==> config.mk <==
export PLATFORM = sky130hd
export DESIGN_NAME = h2c_div
export DESIGN_NICKNAME = d
export VERILOG_FILES = /design/src/histogram_2d_cartesian_top_macros.svh /design/src/h2c_div.sv
export SDC_FILE = /design/constraint.sdc
export NUM_CORES = 1
export LEC_CHECK = 0
export ABC_AREA = 1
export BUFFER_PORTS_ARGS = -buffer_cell sky130_fd_sc_hd__buf_2
export CORE_MARGIN = 10
export CORE_UTILIZATION = 45
export CTS_BUF_LIST = sky130_fd_sc_hd__clkbuf_16
export DETAILED_ROUTE_END_ITERATION = 7
export PLACE_DENSITY = 0.65
export SYNTH_ARGS = -nofsm -noshare
export SYNTH_HDL_FRONTEND = slang
export SYNTH_SLANG_ARGS = --single-unit
export TNS_END_PERCENT = 5
==> constraint.sdc <==
create_clock -name clk -period 2.4 [get_ports clk]
set_clock_uncertainty 0.2 [all_clocks]
set_input_delay 0.48 -clock clk [delete_from_list [all_inputs] [get_ports clk]]
set_output_delay 0.48 -clock clk [all_outputs]
set_load 0.03 [all_outputs]
==> src/histogram_2d_cartesian_top_macros.svh <==
// Assertion macros shared by the histogram RTL.
`ifndef HISTOGRAM_2D_CARTESIAN_TOP_MACROS_SVH
`define HISTOGRAM_2D_CARTESIAN_TOP_MACROS_SVH

`ifndef NO_ASSERTIONS

// The consequent must hold in the same cycle as the antecedent.
`define H2C_ASSERT_IMPLIES(label, ante, cons, msg) \
    label: assert property (@(posedge clk) disable iff (!rst_n) (ante) |-> (cons)) \
        else $error(msg);

// The condition must never be true.
`define H2C_ASSERT_NEVER(label, cond, msg) \
    label: assert property (@(posedge clk) disable iff (!rst_n) !(cond)) \
        else $error(msg);

`else

`define H2C_ASSERT_IMPLIES(label, ante, cons, msg)
`define H2C_ASSERT_NEVER(label, cond, msg)

`endif

`endif

==> src/h2c_div.sv <==
// Scaling divider: (offset * factor) / span, one quotient bit per cycle.
`timescale 1ns / 1ps

module h2c_div #(
    parameter int SAMPLE_WIDTH = 16,
    parameter int QUOT_WIDTH   = 6
) (
    input  logic                    clk,
    input  logic                    rst_n,
    input  logic                    start,
    input  logic [SAMPLE_WIDTH-1:0] offset,
    input  logic [QUOT_WIDTH-1:0]   factor,
    input  logic [SAMPLE_WIDTH-1:0] span,
    output logic                    done,
    output logic [QUOT_WIDTH-1:0]   quot
);
    localparam int PW = SAMPLE_WIDTH + QUOT_WIDTH;
    localparam int CW = $clog2(QUOT_WIDTH);

    typedef enum logic [1:0] {
        D_IDLE,
        D_SETUP,
        D_RUN
    } div_state_t;

    div_state_t              state_reg;
    logic [PW-1:0]           prod_reg;
    logic [SAMPLE_WIDTH-1:0] span_reg;
    logic [SAMPLE_WIDTH-1:0] rem_reg;
    logic [QUOT_WIDTH-1:0]   quo_reg;
    logic [CW-1:0]           cnt_reg;
    logic                    done_reg;

    logic [SAMPLE_WIDTH:0]   trial;
    logic [SAMPLE_WIDTH:0]   diff;
    logic                    fits;
    logic                    done_next;

    // The caller guarantees the quotient fits in QUOT_WIDTH bits, so the
    // upper part of the product is already below the span and only the low
    // QUOT_WIDTH bits need restoring steps.
    always_comb
    begin
        trial     = {rem_reg, quo_reg[QUOT_WIDTH-1]};
        diff      = trial - {1'b0, span_reg};
        fits      = (trial >= {1'b0, span_reg});
        done_next = (state_reg == D_RUN) && (cnt_reg == CW'(QUOT_WIDTH - 1));
    end

    always_ff @(posedge clk or negedge rst_n)
    begin
        if (!rst_n)
        begin
            state_reg <= D_IDLE;
            prod_reg  <= '0;
            span_reg  <= '0;
            rem_reg   <= '0;
            quo_reg   <= '0;
            cnt_reg   <= '0;
            done_reg  <= 1'b0;
        end
        else
        begin
            done_reg <= done_next;
            case (state_reg)
                D_IDLE:
                begin
                    if (start)
                    begin
                        prod_reg  <= PW'(offset) * PW'(factor);
                        span_reg  <= span;
                        state_reg <= D_SETUP;
                    end
                end
                D_SETUP:
                begin
                    rem_reg   <= prod_reg[PW-1:QUOT_WIDTH];
                    quo_reg   <= prod_reg[QUOT_WIDTH-1:0];
                    cnt_reg   <= '0;
                    state_reg <= D_RUN;
                end
                D_RUN:
                begin
                    quo_reg <= {quo_reg[QUOT_WIDTH-2:0], fits};
                    rem_reg <= fits ? diff[SAMPLE_WIDTH-1:0] : trial[SAMPLE_WIDTH-1:0];
                    if (done_next)
                    begin
                        state_reg <= D_IDLE;
                    end
                    else
                    begin
                        cnt_reg <= cnt_reg + CW'(1);
                    end
                end
                default:
                begin
                    state_reg <= D_IDLE;
                end
            endcase
        end
    end

    assign done = done_reg;
    assign quot = quo_reg;
endmodule

After elaboration in Yosys (flattened, before gate mapping)
Cells that the tools add are included.

word-level totals
  flip-flop bits (word level) = 66
  input bits = 41
  output and inout port bits = 7
  logic and storage cells = 31

operators by class
  $add $sub $neg = 2
  multiply operators = 1
  magnitude comparators = 1
  eq/ne operators = 6
  multiplexer cells = 8
  reductions and logical operators = 6

operators with widths
  cell                                                              number
  16-bit one-hot mux with 2 select lines                            1
  16-bit by 6-bit multiplier with 22-bit output                     1
  17-bit by 16-bit greater-or-equal comparator with 1-bit output    1
  16-bit two-way mux                                                1
  16-bit subtractor                                                 1
  6-bit one-hot mux with 2 select lines                             1
  2-bit inequality test (second input constant)                     3
  2-bit one-hot mux with 3 select lines                             1
  3-bit one-hot mux with 2 select lines                             1
  2-bit AND reduction                                               3
  2-bit two-way mux                                                 2
  3-bit by 1-bit adder with 3-bit output (second input constant)    1
  3-bit == test (second input constant)                             1
  3-bit two-way mux                                                 1
  2-bit by 1-bit == test with 1-bit output (second input constant)  1
  2-bit == test (second input constant)                             1
  2-bit zero test                                                   1
  2-bit nonzero test                                                1
  1-bit logical AND                                                 1

Logic depth before layout (Yosys ltp)
  depth after elaboration = 4
  depth in mapped cells = 21
  depth with buffers taken out = 19

Least setup slack after synthesis
Ideal clock, no wire load.

  path type = input to register
  start point = input factor[3]
  end point = register prod_reg[17]
  library setup time = 118 ps
  arrival = 3,910 ps
  required time = 2,082 ps
  path slack = -1,828 ps
  cell stages on the path = 17
  path buffers = 2
  cell sequence = clkbuf_1 -> clkbuf_1 -> nand2_1 -> inv_1 -> fa_1 -> fa_1 -> inv_1 -> fa_1 -> inv_1 -> ha_1 -> a21oi_1 -> nand2_1 -> a21oi_1 -> o21ai_0 -> or2_1 -> nand3_1 -> nand2_1

between the ends
  word-level cells in the longest chain between the ends = 1

ends and longest elaborated chain
  what                                           RTL line       source
  start, declared                                h2c_div.sv:12  input logic [QUOT_WIDTH-1:0] factor,
  16-bit by 6-bit multiplier with 22-bit output  h2c_div.sv:70  prod_reg <= PW'(offset) * PW'(factor);
  end signal, assigned                           h2c_div.sv:70
  end, declared                                  h2c_div.sv:27  logic [PW-1:0] prod_reg;

No other way between the ends.
A chain may end at the register's enable or synchronous reset.

Final worst setup path
  start point = input factor[0]
  end point = register prod_reg[17]

The elaborated chain is that of the path after synthesis.

==> impl_metrics.ini <==
[route]
ant_nets = 0
wl_met1_mm = 8.26
drt_iter0_markers = 306
firstDrtPassIters = 4
via_per_inst = 4.73
met3_length_microns = 473
drc = 0
wl_mm = 18.7
wl_per_cell_microns = 13.4
top_layer_used = met4
vias = 6577
wl_met2_mm = 9.65

[cells_and_area]
layout.cells.non_filler = 1390
regArea_sq_um = 1650
multiInputGateArea_sq_um = 5140
design_area_sq_um = 9270
layout.nets = 1321
fin_util_pct = 58.1
antenna_cells = 0
area_growth_pct = 26.1
largest_reg_flops = 22
fillerInstances = 1543
drive_above_1_share_pct = 24.1

[yosys]
synth_ff_type = dfrtp_1
yosys.area.top_type = dfrtp_1
ys_ff_latch = 66
syn_area_per_cell_sq_um = 6.93
synth_edf_count = 0
async_flop_share_pct = 100
synth_cell_type_count = 35
synth_area_sq_um = 7350
synth.net_count = 1212
synth_top_area_share_pct = 22.5
ys_top_cells_by_area = dfrtp_1, fa_1, nand2_1
yosys_warnings = 0
synth_cells = 1061
ys_seq_area_share_pct = 22.5

[clock_tree]
numCtsBuffers = 9
cts-htree-levels = 3
root_buffer = clkbuf_16
insertion_delay_ns = 0.33
clkTransAtPathRegs_ns = 0.05
ctsHoldBuffers = 0
cts.path.max_buffers = 2
cts_sinks = 66
cts_tree = done

[placement]
place.gp.congestion = 0.914
numPortBuffers = 47
dpl_cell_area_sq_um = 8470
dp.cells = 1364
hpwl_mm = 14.8
pre_cts_ws_ns = -1.61

[die]
num_rows = 46
die_h_microns = 148
fp.dieArea_sq_um = 21900
start_util_pct = 46.1
die_w_microns = 148
core-area_sq_um = 15900
io_pins = 48

[outcome]
run_status = finished, violations left
violations = hold timing, setup timing

[pwr]
leakagePower_nw = 5.20
power_density_nw_per_um2 = 1340
finalPower_mw = 12.4
ir_worst_vdd_v = 0.000620

[global_route]
grt-ovfl-total = 0
grt_use_total_pct = 17.3
antenna_found_initial = 0
grt_pass1_wl_mm = 31.7
grt_pass1_vias = 6816
grt_max_degree = 31

[sta]
timing_hold_violations_final = 23
maxSlewViolCount = 0
slew-limit-headroom_pct = 54.6
tns_ns = -16.93
tightestPinTransition_ns = 0.681
worst_slack_ns = -1.11
fmax_mhz = 285
rsz0062_at_grt = yes
finalSetupViolations = 18
timing.hold.ws_ns = -0.0119
post-route-period-util_pct = 146
period_needed_ns = 3.51

[worst_setup_path]
crit_chain = buf_6 > nand2_1 > inv_1 > fa_1 > fa_1 > inv_1 > fa_1 > inv_2 > ha_4 > nand2_2 > inv_1 > nand2_1 > nand2_1 > a21oi_2 > o21ai_2 > or2_1 > nand3_2 > nand2_1
cp_common_cell = nand2_1
crit_slowest_cell = fa_1
required_ns = 2.42
startpoint_type = input pin
cp_num_buf_inv = 5
end_kind = flop
arrival_ns = 3.54
crit_family = adder cells
worst_path_largest_cell_delay_ns = 0.57
crit_path_max_fanout = 12
crit_type = in -> reg

[job]
cap_violations = 0

[worst_hold_path]
hp-class = in -> async
[cell families after synthesis]
group	after synthesis	share of synthesized area, %
compound gates	120	8.95
xor+xnor	9	1.07
fa+ha+maj	110	24.6
simple gates	474	28.0
buf+inv	282	14.9
flops	66	22.5
[cell usage after synthesis (7+ instances only)]
cell	instances
clkbuf_1	26
nand3_2	14
nor2_1	74
a21oi_1	48
o21ai_0	49
ha_1	52
dfrtp_1	66
nand3_1	43
nand3b_1	13
nand2_2	8
nor3_1	7
fa_1	58
nand2_1	298
a21oi_2	10
inv_1	247
[placed cells by master (no fill, tap or decap), drive strengths merged, types with 6 or more instances in the layout]
master  Yosys  final
nand3      57     57
clkbuf     26      9
buf         5    129
nor3        7      7
dfrtp      66     66
nand3b     13     13
fa         58     58
nor2       79     79
nand2     307    307
clkinv      2      6
a21oi      58     58
inv       249    249
ha         52     52
o21ai      51     51
[repair_timing]
action | in CTS | in global routing
cloned | 0 | 0
setup endpoints to repair | 19 | 28
resized for setup | 68 | 40
pin swaps | 47 | 25
buffers inserted | 8 | 3
[power breakdown]
part	leakage, nW	switching (mW)	internal (mW)
Sequential	0.807	0.362	1.67
Combinational	4.24	5.28	3.72
Clock	0.153	0.475	0.897
Total	5.20	6.11	6.29
[final timing paths]
| path | startpoint | to | slack (ns) | depth (start not counted) |
|---|---|---|---|---|
| max | factor[0] | prod_reg[17] | -1.11 | 18 |
| min | rst_n | span_reg[5] | -0.01 | 1 |
| max reg2reg | rem_reg[8] | rem_reg[2] | 0.10 | 11 |
| min reg2reg | prod_reg[14] | prod_reg[14] | 0.29 | 2 |
| max in group asynchronous | rst_n | prod_reg[1] | 1.36 | 2 |
| min in group clk | span[10] | span_reg[10] | 0.15 | 3 |
[final cells by class]
| cell class | count | area share, % |
|---|---|---|
| Sequential cell | 66 | 17.8 |
| Clock inverter | 6 | 0.891 |
| Inverter | 251 | 10.2 |
| Timing Repair Buffer | 129 | 10.4 |
| Tap cell | 216 | 2.92 |
| Clock buffer | 9 | 2.43 |
| Multi-Input combinational cell | 713 | 55.4 |
[per-layer routing]
| layer | vias up | track usage (%) |
|---|---|---|
| met2 | 91 | 32.1 |
| met4 | 0 | 5.40 |
| li1 | 3413 | - |
| met1 | 3054 | 20.5 |
| met3 | 19 | 1.62 |
| met5 | - | 0 |
Note: power is estimated with default switching activity, not from simulation.
